[src/rtl/mbrp_pkg.sv]
// ----------------------------------------------------------------------------
// mbrp_pkg - shared types and constants of the MBR partition table parser
// Sector layout offsets, table geometry, result status codes, controller
// states and the command/status bundles between controller and datapath.
// ----------------------------------------------------------------------------
package mbrp_pkg;

	// most entries emitted per sector (4..8)
	localparam int ENTRY_LIMIT = 8;

	localparam int STD_TABLE_SIZE = 4;
	localparam int EXT_TABLE_SIZE = 8;
	localparam int STD_COUNT = (ENTRY_LIMIT < STD_TABLE_SIZE) ? ENTRY_LIMIT : STD_TABLE_SIZE;
	localparam int EXT_COUNT = (ENTRY_LIMIT < EXT_TABLE_SIZE) ? ENTRY_LIMIT : EXT_TABLE_SIZE;

	localparam logic [8:0] TAIL_BASE   = 9'h17C;
	localparam int         TAIL_DEPTH  = 132;
	localparam logic [8:0] MARK_LO_POS = 9'h17C;
	localparam logic [8:0] MARK_HI_POS = 9'h17D;
	localparam logic [8:0] SIG_LO_POS  = 9'd510;
	localparam logic [8:0] SIG_HI_POS  = 9'd511;

	// table bases as tail store indexes
	localparam logic [7:0] STD_BASE_IDX = 8'(9'h1BE - TAIL_BASE);
	localparam logic [7:0] EXT_BASE_IDX = 8'(9'h17E - TAIL_BASE);

	localparam logic [15:0] BOOT_SIGNATURE = 16'hAA55;
	localparam logic [15:0] EXT_MARKER     = 16'hA55A;

	typedef enum logic [1:0] {
		ST_STANDARD = 2'd0,
		ST_EXTENDED = 2'd1,
		ST_BAD_SIG  = 2'd2
	} status_t;

	typedef enum logic [2:0] {
		S_RECV,
		S_EVAL,
		S_READ,
		S_DRAIN,
		S_EMIT
	} state_t;

	typedef struct packed {
		logic in_ready;
		logic byte_accept;
		logic start_table;
		logic rd_en;
		logic load_bad;
		logic load_entry;
		logic next_entry;
	} ctrl_cmd_t;

	typedef struct packed {
		logic last_byte;
		logic sig_ok;
		logic rd_last;
		logic entry_last;
		logic out_free;
	} dp_stat_t;

endpackage

[src/rtl/mbr_partition_table_parser_unit.sv]
// ----------------------------------------------------------------------------
// mbr_partition_table_parser_unit - MBR partition table parser, top level
// Takes the 512 bytes of a first sector and emits decoded partition entries.
// ----------------------------------------------------------------------------
// Usage:
//   Input channel (in_valid / in_stall / sector_byte): one transaction per
//   sector byte, offset 0 first. Bytes are taken one per cycle while the
//   block is receiving; in_stall rises after the byte at offset 511 until the
//   table has been walked or the bad-signature result has been loaded.
//   Output channel (out_valid / out_stall / result fields): one transaction
//   per entry, last_entry set on the final one. A bad boot signature gives a
//   single transaction with status 2 and all entry fields zero.
// Table walk:
//   After byte 511 the signature is evaluated; then each entry takes 16
//   reads of the tail store, one read drain and one output load.
//   The result sits in an output register; once the last one is loaded the
//   next sector's bytes are taken while it waits.
// Reset: arst_n clears the byte offset, controller and output valid. The tail
//   store needs no clearing; each byte read is written earlier in the sector.
// Stall: out_stall holds the result register and pauses the table walk.
// ----------------------------------------------------------------------------
module mbr_partition_table_parser_unit (
	input  logic        clk,
	input  logic        arst_n,
	input  logic        in_valid,
	output logic        in_stall,
	input  logic [7:0]  sector_byte,
	output logic        out_valid,
	input  logic        out_stall,
	output logic [1:0]  status,
	output logic [7:0]  boot_flags,
	output logic [7:0]  first_head,
	output logic [5:0]  first_sector,
	output logic [9:0]  first_cylinder,
	output logic [7:0]  type_id,
	output logic [7:0]  final_head,
	output logic [5:0]  final_sector,
	output logic [9:0]  final_cylinder,
	output logic [31:0] start_lba,
	output logic [31:0] length_sectors,
	output logic        last_entry
);

	mbrp_pkg::ctrl_cmd_t cmd;
	mbrp_pkg::dp_stat_t  stat;

	// sequencing: receive, check, walk entries
	mbrp_ctrl u_ctrl (
		.clk      (clk),
		.arst_n   (arst_n),
		.in_valid (in_valid),
		.stat     (stat),
		.cmd      (cmd)
	);

	// storage, decode and result register
	mbrp_dpath u_dpath (
		.clk            (clk),
		.arst_n         (arst_n),
		.cmd            (cmd),
		.stat           (stat),
		.sector_byte    (sector_byte),
		.out_stall      (out_stall),
		.out_valid      (out_valid),
		.status         (status),
		.boot_flags     (boot_flags),
		.first_head     (first_head),
		.first_sector   (first_sector),
		.first_cylinder (first_cylinder),
		.type_id        (type_id),
		.final_head     (final_head),
		.final_sector   (final_sector),
		.final_cylinder (final_cylinder),
		.start_lba      (start_lba),
		.length_sectors (length_sectors),
		.last_entry     (last_entry)
	);

	assign in_stall = !cmd.in_ready;

endmodule

[src/rtl/mbrp_ctrl.sv]
// ----------------------------------------------------------------------------
// mbrp_ctrl - sequencing state machine
// Receives the sector, checks the signature, and on a good one walks the
// table entry by entry: sixteen store reads, a drain state, an output load.
// ----------------------------------------------------------------------------
module mbrp_ctrl (
	input  logic                clk,
	input  logic                arst_n,
	input  logic                in_valid,
	input  mbrp_pkg::dp_stat_t  stat,
	output mbrp_pkg::ctrl_cmd_t cmd
);

	mbrp_pkg::state_t state_q, state_d;

	always_ff @(posedge clk or negedge arst_n) begin
		if (!arst_n) begin
			state_q <= mbrp_pkg::S_RECV;
		end else begin
			state_q <= state_d;
		end
	end

	always_comb begin
		state_d = state_q;
		unique case (state_q)
			mbrp_pkg::S_RECV: begin
				if (in_valid && stat.last_byte) state_d = mbrp_pkg::S_EVAL;
			end
			mbrp_pkg::S_EVAL: begin
				if (stat.out_free) begin
					state_d = stat.sig_ok ? mbrp_pkg::S_READ : mbrp_pkg::S_RECV;
				end
			end
			mbrp_pkg::S_READ: begin
				if (stat.rd_last) state_d = mbrp_pkg::S_DRAIN;
			end
			mbrp_pkg::S_DRAIN: begin
				state_d = mbrp_pkg::S_EMIT;
			end
			mbrp_pkg::S_EMIT: begin
				if (stat.out_free) begin
					state_d = stat.entry_last ? mbrp_pkg::S_RECV : mbrp_pkg::S_READ;
				end
			end
			default: state_d = mbrp_pkg::S_RECV;
		endcase
	end

	always_comb begin
		cmd = '0;
		unique case (state_q)
			mbrp_pkg::S_RECV: begin
				cmd.in_ready    = 1'b1;
				cmd.byte_accept = in_valid;
			end
			mbrp_pkg::S_EVAL: begin
				cmd.load_bad    = stat.out_free && !stat.sig_ok;
				cmd.start_table = stat.out_free && stat.sig_ok;
			end
			mbrp_pkg::S_READ: begin
				cmd.rd_en = 1'b1;
			end
			mbrp_pkg::S_DRAIN: begin
			end
			mbrp_pkg::S_EMIT: begin
				cmd.load_entry = stat.out_free;
				cmd.next_entry = stat.out_free && !stat.entry_last;
			end
			default: cmd = '0;
		endcase
	end

endmodule

[src/rtl/mbrp_dpath.sv]
// ----------------------------------------------------------------------------
// mbrp_dpath - byte counter, tail store, entry assembly and result register
// Holds the 132-byte tail in a memory, captures signature and marker bytes
// as they stream past, and decodes each 16-byte entry into the result.
// ----------------------------------------------------------------------------
module mbrp_dpath (
	input  logic                clk,
	input  logic                arst_n,
	input  mbrp_pkg::ctrl_cmd_t cmd,
	output mbrp_pkg::dp_stat_t  stat,
	input  logic [7:0]          sector_byte,
	input  logic                out_stall,
	output logic                out_valid,
	output logic [1:0]          status,
	output logic [7:0]          boot_flags,
	output logic [7:0]          first_head,
	output logic [5:0]          first_sector,
	output logic [9:0]          first_cylinder,
	output logic [7:0]          type_id,
	output logic [7:0]          final_head,
	output logic [5:0]          final_sector,
	output logic [9:0]          final_cylinder,
	output logic [31:0]         start_lba,
	output logic [31:0]         length_sectors,
	output logic                last_entry
);

	logic [8:0]   pos_q;
	logic [7:0]   mark_lo_q, mark_hi_q, sig_lo_q, sig_hi_q;
	logic [7:0]   tail_mem [mbrp_pkg::TAIL_DEPTH];
	logic [7:0]   wr_idx;
	logic         in_tail;
	logic [7:0]   rd_addr;
	logic [7:0]   rdata_s1;
	logic         rd_vld_s1;
	logic [3:0]   rd_idx_q;
	logic [2:0]   entry_q;
	logic         ext_q;
	logic [127:0] entry_bytes_q;
	logic         out_valid_q;
	logic         out_free;
	logic [2:0]   last_idx;

	assign in_tail = (pos_q >= mbrp_pkg::TAIL_BASE);
	assign wr_idx  = 8'(pos_q - mbrp_pkg::TAIL_BASE);

	// byte offset and fixed-position captures
	always_ff @(posedge clk or negedge arst_n) begin
		if (!arst_n) begin
			pos_q <= '0;
		end else if (cmd.byte_accept) begin
			pos_q <= pos_q + 9'd1;
		end
	end

	always_ff @(posedge clk) begin
		if (cmd.byte_accept) begin
			if (pos_q == mbrp_pkg::MARK_LO_POS) mark_lo_q <= sector_byte;
			if (pos_q == mbrp_pkg::MARK_HI_POS) mark_hi_q <= sector_byte;
			if (pos_q == mbrp_pkg::SIG_LO_POS)  sig_lo_q  <= sector_byte;
			if (pos_q == mbrp_pkg::SIG_HI_POS)  sig_hi_q  <= sector_byte;
		end
	end

	// tail store: one write, one registered read
	always_ff @(posedge clk) begin
		if (cmd.byte_accept && in_tail) begin
			tail_mem[wr_idx] <= sector_byte;
		end
	end

	always_ff @(posedge clk) begin
		if (cmd.rd_en) begin
			rdata_s1 <= tail_mem[rd_addr];
		end
	end

	assign rd_addr = (ext_q ? mbrp_pkg::EXT_BASE_IDX : mbrp_pkg::STD_BASE_IDX)
	                 + {1'b0, entry_q, 4'b0000} + {4'b0000, rd_idx_q};

	// table walk counters
	always_ff @(posedge clk or negedge arst_n) begin
		if (!arst_n) begin
			rd_idx_q  <= '0;
			entry_q   <= '0;
			ext_q     <= 1'b0;
			rd_vld_s1 <= 1'b0;
		end else begin
			rd_vld_s1 <= cmd.rd_en;
			if (cmd.start_table) begin
				rd_idx_q <= '0;
				entry_q  <= '0;
				ext_q    <= ({mark_hi_q, mark_lo_q} == mbrp_pkg::EXT_MARKER);
			end else begin
				if (cmd.rd_en)      rd_idx_q <= rd_idx_q + 4'd1;
				if (cmd.next_entry) entry_q  <= entry_q + 3'd1;
			end
		end
	end

	// entry bytes shift in low first: byte 0 ends at [7:0]
	always_ff @(posedge clk) begin
		if (rd_vld_s1) begin
			entry_bytes_q <= {rdata_s1, entry_bytes_q[127:8]};
		end
	end

	assign last_idx = ext_q ? 3'(mbrp_pkg::EXT_COUNT - 1) : 3'(mbrp_pkg::STD_COUNT - 1);

	// result register
	assign out_free = !out_valid_q || !out_stall;

	always_ff @(posedge clk or negedge arst_n) begin
		if (!arst_n) begin
			out_valid_q <= 1'b0;
		end else if (cmd.load_bad || cmd.load_entry) begin
			out_valid_q <= 1'b1;
		end else if (!out_stall) begin
			out_valid_q <= 1'b0;
		end
	end

	always_ff @(posedge clk) begin
		if (cmd.load_bad) begin
			status         <= mbrp_pkg::ST_BAD_SIG;
			boot_flags     <= '0;
			first_head     <= '0;
			first_sector   <= '0;
			first_cylinder <= '0;
			type_id        <= '0;
			final_head     <= '0;
			final_sector   <= '0;
			final_cylinder <= '0;
			start_lba      <= '0;
			length_sectors <= '0;
			last_entry     <= 1'b1;
		end else if (cmd.load_entry) begin
			status         <= ext_q ? mbrp_pkg::ST_EXTENDED : mbrp_pkg::ST_STANDARD;
			boot_flags     <= entry_bytes_q[7:0];
			first_head     <= entry_bytes_q[15:8];
			first_sector   <= entry_bytes_q[21:16];
			first_cylinder <= {entry_bytes_q[23:22], entry_bytes_q[31:24]};
			type_id        <= entry_bytes_q[39:32];
			final_head     <= entry_bytes_q[47:40];
			final_sector   <= entry_bytes_q[53:48];
			final_cylinder <= {entry_bytes_q[55:54], entry_bytes_q[63:56]};
			start_lba      <= entry_bytes_q[95:64];
			length_sectors <= entry_bytes_q[127:96];
			last_entry     <= (entry_q == last_idx);
		end
	end

	assign out_valid = out_valid_q;

	assign stat.last_byte  = (pos_q == mbrp_pkg::SIG_HI_POS);
	assign stat.sig_ok     = ({sig_hi_q, sig_lo_q} == mbrp_pkg::BOOT_SIGNATURE);
	assign stat.rd_last    = (rd_idx_q == 4'd15);
	assign stat.entry_last = (entry_q == last_idx);
	assign stat.out_free   = out_free;

endmodule

[config.mk]
export PLATFORM = sky130hd
export DESIGN_NAME = mbr_partition_table_parser_unit
export DESIGN_NICKNAME = d
export VERILOG_FILES = /design/src/rtl/mbrp_pkg.sv /design/src/rtl/mbr_partition_table_parser_unit.sv /design/src/rtl/mbrp_ctrl.sv /design/src/rtl/mbrp_dpath.sv
export SDC_FILE = /design/constraint.sdc
export NUM_CORES = 2
export LEC_CHECK = 0
export BUFFER_PORTS_ARGS = -buffer_cell sky130_fd_sc_hd__buf_4
export CAP_MARGIN = 25
export CORE_MARGIN = 8
export CORE_UTILIZATION = 60
export CTS_BUF_LIST = sky130_fd_sc_hd__clkbuf_4
export CTS_CLUSTER_SIZE = 16
export DETAILED_ROUTE_END_ITERATION = 7
export GPL_TIMING_DRIVEN = 0
export PLACE_DENSITY_LB_ADDON = 0.15
export SLEW_MARGIN = 15
export SYNTH_ARGS = -nofsm -noshare
export SYNTH_HDL_FRONTEND = slang
export SYNTH_HIERARCHICAL = 1
export SYNTH_SLANG_ARGS = --single-unit
[constraint.sdc]
create_clock -name clk -period 7.5 [get_ports clk]
set_input_delay 0.375 -clock clk [delete_from_list [all_inputs] [get_ports clk]]
set_output_delay 0.375 -clock clk [all_outputs]
set_load 0.01 [all_outputs]
======== Word-level counts from Yosys, hierarchy flattened ========
Memories as Yosys holds them, arrays and structs flattened. A register that Yosys moved wholly into a read port is not among the register bits.
Index checks and enable logic that the tools add are counted.
word-level totals
  ROM bits ................................ 0
  output and inout port bits .............. 133
  register bits ........................... 313
  bits in writable memories ............... 1056
  latch bits .............................. 0
  memories kept ........................... 1
  bits of input ports ..................... 12
memories
  memory            depth  bits a word  rd ports  clocked after Yosys merged registers in  wr ports  RTL line          text
  u_dpath.tail_mem  132    8            1         1                                        1         mbrp_dpath.sv:30  logic [7:0] tail_mem [mbrp_pkg::TAIL_DEPTH];
operators by class
  add/sub/neg operators ................... 6
  div/mod/pow operators ................... 0
  bitwise operators ....................... 0
  $lt $le $gt $ge ......................... 1
  multiply operators ...................... 0
  reduce and logical (&&, ||, !) cells .... 20
  shifts and indexed selects .............. 0
  equal/unequal tests ..................... 17
  mux-type cells .......................... 23
operators by type and width
  cell                                                      count
  equality test 9 bit, second input constant                4
  equality test 16 bit, second input constant               2
  2-to-1 mux 3 bit                                          7
  one-hot mux 3 bit (5 select lines)                        1
  adder 9 x 1 -> 9 bit, second input constant               1
  greater-or-equal comparator 9 bit, second input constant  1
  adder 8 x 4 -> 8 bit                                      1
  adder 8 x 7 -> 8 bit                                      1
  2-to-1 mux 1 bit                                          8
  2-to-1 mux 2 bit                                          4
  2-to-1 mux 4 bit                                          2
  inequality test 2 x 1 -> 1 bit, second input constant     4
  AND reduction 2 bit                                       4
  subtractor 8 x 7 -> 8 bit, second input constant          1
  2-to-1 mux 7 bit                                          1
  equality test 3 x 2 -> 1 bit, second input constant       2
  logical AND 1 bit                                         5
  zero test 1 bit                                           5
  adder 4 x 1 -> 4 bit, second input constant               1
  equality test 4 bit, second input constant                1
  AND reduction 4 bit                                       1
  nonzero test 2 bit                                        2
  adder 3 x 1 -> 3 bit, second input constant               1
  equality test 3 x 1 -> 1 bit, second input constant       1
  5 further kinds                                           6

======== Logic depth before layout (Yosys ltp) ========
  depth after elaboration ................. 7
  gate-level depth with buffers ........... 10
  gate-level depth less buffers ........... 7

======== Modules after synthesis ========
The synthesis kept the hierarchy.
by module, submodules not included
  module                           times used  area each (µm²)  sequential area each (µm²)  cells an instance
  mbrp_dpath                       1           52461.6          39853.2                     2823
  mbrp_ctrl                        1           215.2            75.1                        26
  mbr_partition_table_parser_unit  1           3.8              0.0                         1

======== Worst setup path after synthesis ========
OpenSTA, ideal clock, no wires.
  path type ............................... register to register
  start point ............................. register u_dpath.rd_vld_s1
  end point ............................... register u_dpath.entry_bytes_q[0], enable pin
  data arrival time ....................... 2.885 ns
  data required time ...................... 7.013 ns
  slack ................................... 4.128 ns
  cell stages (with the launch flop) ...... 1
  path through ............................ dfrtp_1
RTL lines
  what                      RTL line           text
  start: declaration        mbrp_dpath.sv:35   logic rd_vld_s1;
  start signal: assignment  mbrp_dpath.sv:89   rd_vld_s1 <= cmd.rd_en;
  end signal: assignment    mbrp_dpath.sv:104  entry_bytes_q <= {rdata_s1, entry_bytes_q[127:8]};
  end: declaration          mbrp_dpath.sv:39   logic [127:0] entry_bytes_q;
No word-level cell between the ends.

======== Worst setup path after layout ========
  start point ............................. register u_dpath.rd_idx_q[1]
  end point ............................... register u_dpath.rdata_s1[3], read port of u_dpath.tail_mem, data pin
between the ends
  cells in the longest elaborated chain, start to end .. 1
RTL lines
  what                      RTL line          text
  start: declaration        mbrp_dpath.sv:36  logic [3:0] rd_idx_q;
  start signal: assignment  mbrp_dpath.sv:95  if (cmd.rd_en) rd_idx_q <= rd_idx_q + 4'd1;
  adder 8 x 4 -> 8 bit      mbrp_dpath.sv:79  + {1'b0, entry_q, 4'b0000} + {4'b0000, rd_idx_q};
  end: declaration          mbrp_dpath.sv:34  logic [7:0] rdata_s1;
Every way passes these cells.
A chain may end at the register's enable or synchronous reset.

==> summary.txt <==
Finish
  – Layout area overhead: 13.7%
  – Commonest non-fill, non-tap cell in the layout: edfxtp_1
  – Finished Cell Area: 59,900 sq um
  – Fraction of layout instances using a drive strength above 1: 0.272
  – Commonest cells after routing, fill and taps aside: edfxtp_1, clkbuf_4, nor2_1
  – Layout net count: between 3,000 and 4,000

GRT
  – Largest net degree at the start of global routing: ~140
  – Initial antenna violation count: 3
  – GR Overflow Total: 0
  – Vias in the first global route: around 30,000
  – Gr usage total: 0.257
  – First-pass GRT wire length: ~190 mm

Detailed routing
  – Avg WL per Cell: between 20 and 30 microns
  – ANT nets after route: 0
  – DR vias: slightly below 30,000
  – DRC: 0
  – First-pass DRT Iterations: 7
  – First DRT Iteration DRCs: between 3,000 and 4,000
  – Total wire length: between 100 and 150 mm
  – Vias per inst: 6.13

Setup path
  – Arrival time worst endpoint: around 5.6 ns
  – WP buf/inv: 3
  – Crit. End Element: register
  – Setup Crit Path Kind: reg -> reg
  – Max Fanout on Critical Path: 10
  – Slowest stage delay, CP: about 1.0 ns
  – Worst EP required: 8.27 ns
  – CP max-delay cell: a2111oi_1
  – Crit path cell chain: ha_1 -> buf_6 -> xnor2_1 -> clkbuf_1 -> buf_2 -> nand2_1 -> nand4_1 -> a41oi_1 -> a2111oi_1
  – Cell family with most CP delay: compound AO/OA/AOI/OAI gates
  – Critical path launch point type: register

Place
  – Detailed placement HPWL: 79.5 mm
  – Port Buf Inserts: approximately 140
  – Placed Area: 55,400 sq um
  – Routability congestion estimate: between 0.9 and 1

Floorplanning
  – Initial Util: 0.606
  – Die H: 312 microns
  – Width of the die: between 300 and 400 microns
  – Core box area: between 80,000 and 90,000 sq um
  – Die area: just under 100,000 sq um
  – Rows: ~110
  – Boundary Pins: approximately 150

Yosys
  – Top_reg_cell synth: edfxtp_1
  – Syn avg cell area: ~18 sq um
  – Register area share after synthesis: 0.758
  – EDFF count, synth: about 1,200
  – Syn. warnings: 6
  – Gate Count Post-Synth: around 2,900
  – Yosys reg bits: 1,377
  – Cell variety after synth: 61
  – Syn Nets: 2,871
  – Synthesized area: between 50,000 and 60,000 sq um
  – Async S/R FF share, synth: 0.0160

Power and ir drop
  – Peak supply drop: roughly 0.19 mV
  – PD cells: approximately 240 nW/um^2
  – Tot Pwr: ~15 mW
  – Leakage: between 20 and 25 nW

Clock network
  – Post-CTS setup buffers: 0
  – CTS Buf Count: 350
  – Resize count post-CTS: 0
  – Worst-path clk slew: 0.07 ns
  – Clock latency on the worst-skew pair: about 1.2 ns
  – Hold-fix buffers, CTS: 14
  – Root buffer cell: clkbuf_4
  – CTS tree: yes
  – CTS sink cnt: between 1,000 and 1,500
  – H-tree Lvls: 5
  – Clk buf depth: 4

STA
  – Final Max Slew Viols: 0
  – Period utilization: 0.642
  – Fmax: just over 200 MHz
  – Final setup violating endpoints: 0
  – Worst Skew: between 0.08 and 0.09 ns
  – RSZ-0062 raised after global routing: no
  – Setup TNS: 0 ns
  – Worst-Margin Slew: between 1 and 1.5 ns
  – Tmin final: approximately 4.8 ns
  – Max_slew headroom: 0.253
  – Hold slack: slightly below 0.2 ns
  – Fin. Hold Viols: 0

Hold path
  – Hold Path Class: in -> reg

Run status
  – Status: completed

Job
  – Max-cap violations: 0
## synth_stat cells, types with 9 or more instances
cell,number,area share
nand3_1,10,0.00095
mux4_2,189,0.081
mux2_2,33,0.0071
buf_2,31,0.0029
o22ai_1,34,0.0040
dfxtp_1,131,0.050
clkbuf_1,68,0.0048
nor2_1,290,0.021
buf_6,22,0.0047
a41oi_1,26,0.0043
xor2_1,9,0.0015
mux2i_1,227,0.043
a22oi_1,32,0.0046
a21o_1,17,0.0024
nand4_1,69,0.0082
buf_1,16,0.0011
a22o_1,16,0.0027
dfrtp_1,22,0.010
a2111oi_1,14,0.0027
mux4_1,19,0.0095
nand2_1,206,0.015
xnor2_1,10,0.0017
edfxtp_1,1224,0.70
ha_1,9,0.0021
buf_4,21,0.0030
and2_1,15,0.0018
## worst paths after layout
path                            cells after the start  slack, ns                 startpoint                         to
worst max register to register                      9       2.68        u_dpath/rd_idx_q[1]        u_dpath/rdata_s1[3]
min in group asynchronous                           4       0.26                     arst_n        u_dpath/rd_idx_q[2]
worst max-delay path                                9       2.68        u_dpath/rd_idx_q[1]        u_dpath/rdata_s1[3]
max in group asynchronous                           4       7.04                     arst_n        u_dpath/rd_idx_q[1]
worst min-delay path                                4       0.19                   in_valid          u_ctrl/state_q[0]
worst min register to register                      0       0.40  u_dpath/entry_bytes_q[89]  u_dpath/entry_bytes_q[81]
## stage by stage
step	setup slack [ns]	utilization	instances
after floorplan	4.13	-	2850
after CTS	2.83	0.687	4762
after detailed placement	2.81	0.637	4156
after global placement	2.83	0.635	4149
final	2.68	0.689	4778
after global routing	2.64	0.689	4777
## layout make-up
type                       instances  area, sq um
antenna                            8         20.0
clock inverter                    86          364
tap                             1155         1450
fill                            5614        27000
clock buffer                     506         3800
buffer                           163          931
multi-input combinational       1302        11800
sequential                      1377        39900
timing repair buffer             173         1590
inverter                           8         30.0
## worst reg2reg max path: cells and delay by family (launching register included)
kind	cells	cell delay [ns]
adder cells (fa/ha/maj)	1	0.27
AO/OA/AOI/OAI	2	1.37
buffers and inverters	3	1.28
AND/OR/NAND/NOR	2	0.26
flip-flops	1	0.50
XOR/XNOR	1	0.81
## sequential cells by signal (all words and copies together) (netlist names), 9 cells and up
signal / count
u_dpath/final_cylinder: 10
u_dpath/first_cylinder: 10
u_dpath/start_lba: 32
u_dpath/length_sectors: 32
u_dpath/tail_mem: 1056
u_dpath/pos_q: 9
u_dpath/entry_bytes_q: 128
## metal layers
layer / vias to the layer above / GRT usage / share of wire
met4: 0 / 0.108 / 0.038
li1: 12600 / - / -
met3: 309 / 0.0607 / 0.093
met5: - / 0 / 0
met1: 14800 / 0.341 / 0.38
met2: 1616 / 0.411 / 0.48
## cells by family after synthesis
kind of cell	after synthesis	synth area share
AO/OA/AOI/OAI	170	0.0251
XOR/XNOR	20	0.00368
adder cells (fa/ha/maj)	9	0.00214
buffers and inverters	171	0.0182
flip-flops	1377	0.758
multiplexers	468	0.140
AND/OR/NAND/NOR	635	0.0524
## power breakdown
part           switching (mW)  internal [mW]
sequential             0.0233           8.34
clock                    2.79           3.11
combinational           0.181         0.0652
total                    3.00           11.5
Note: power is estimated with default switching activity, not from simulation.
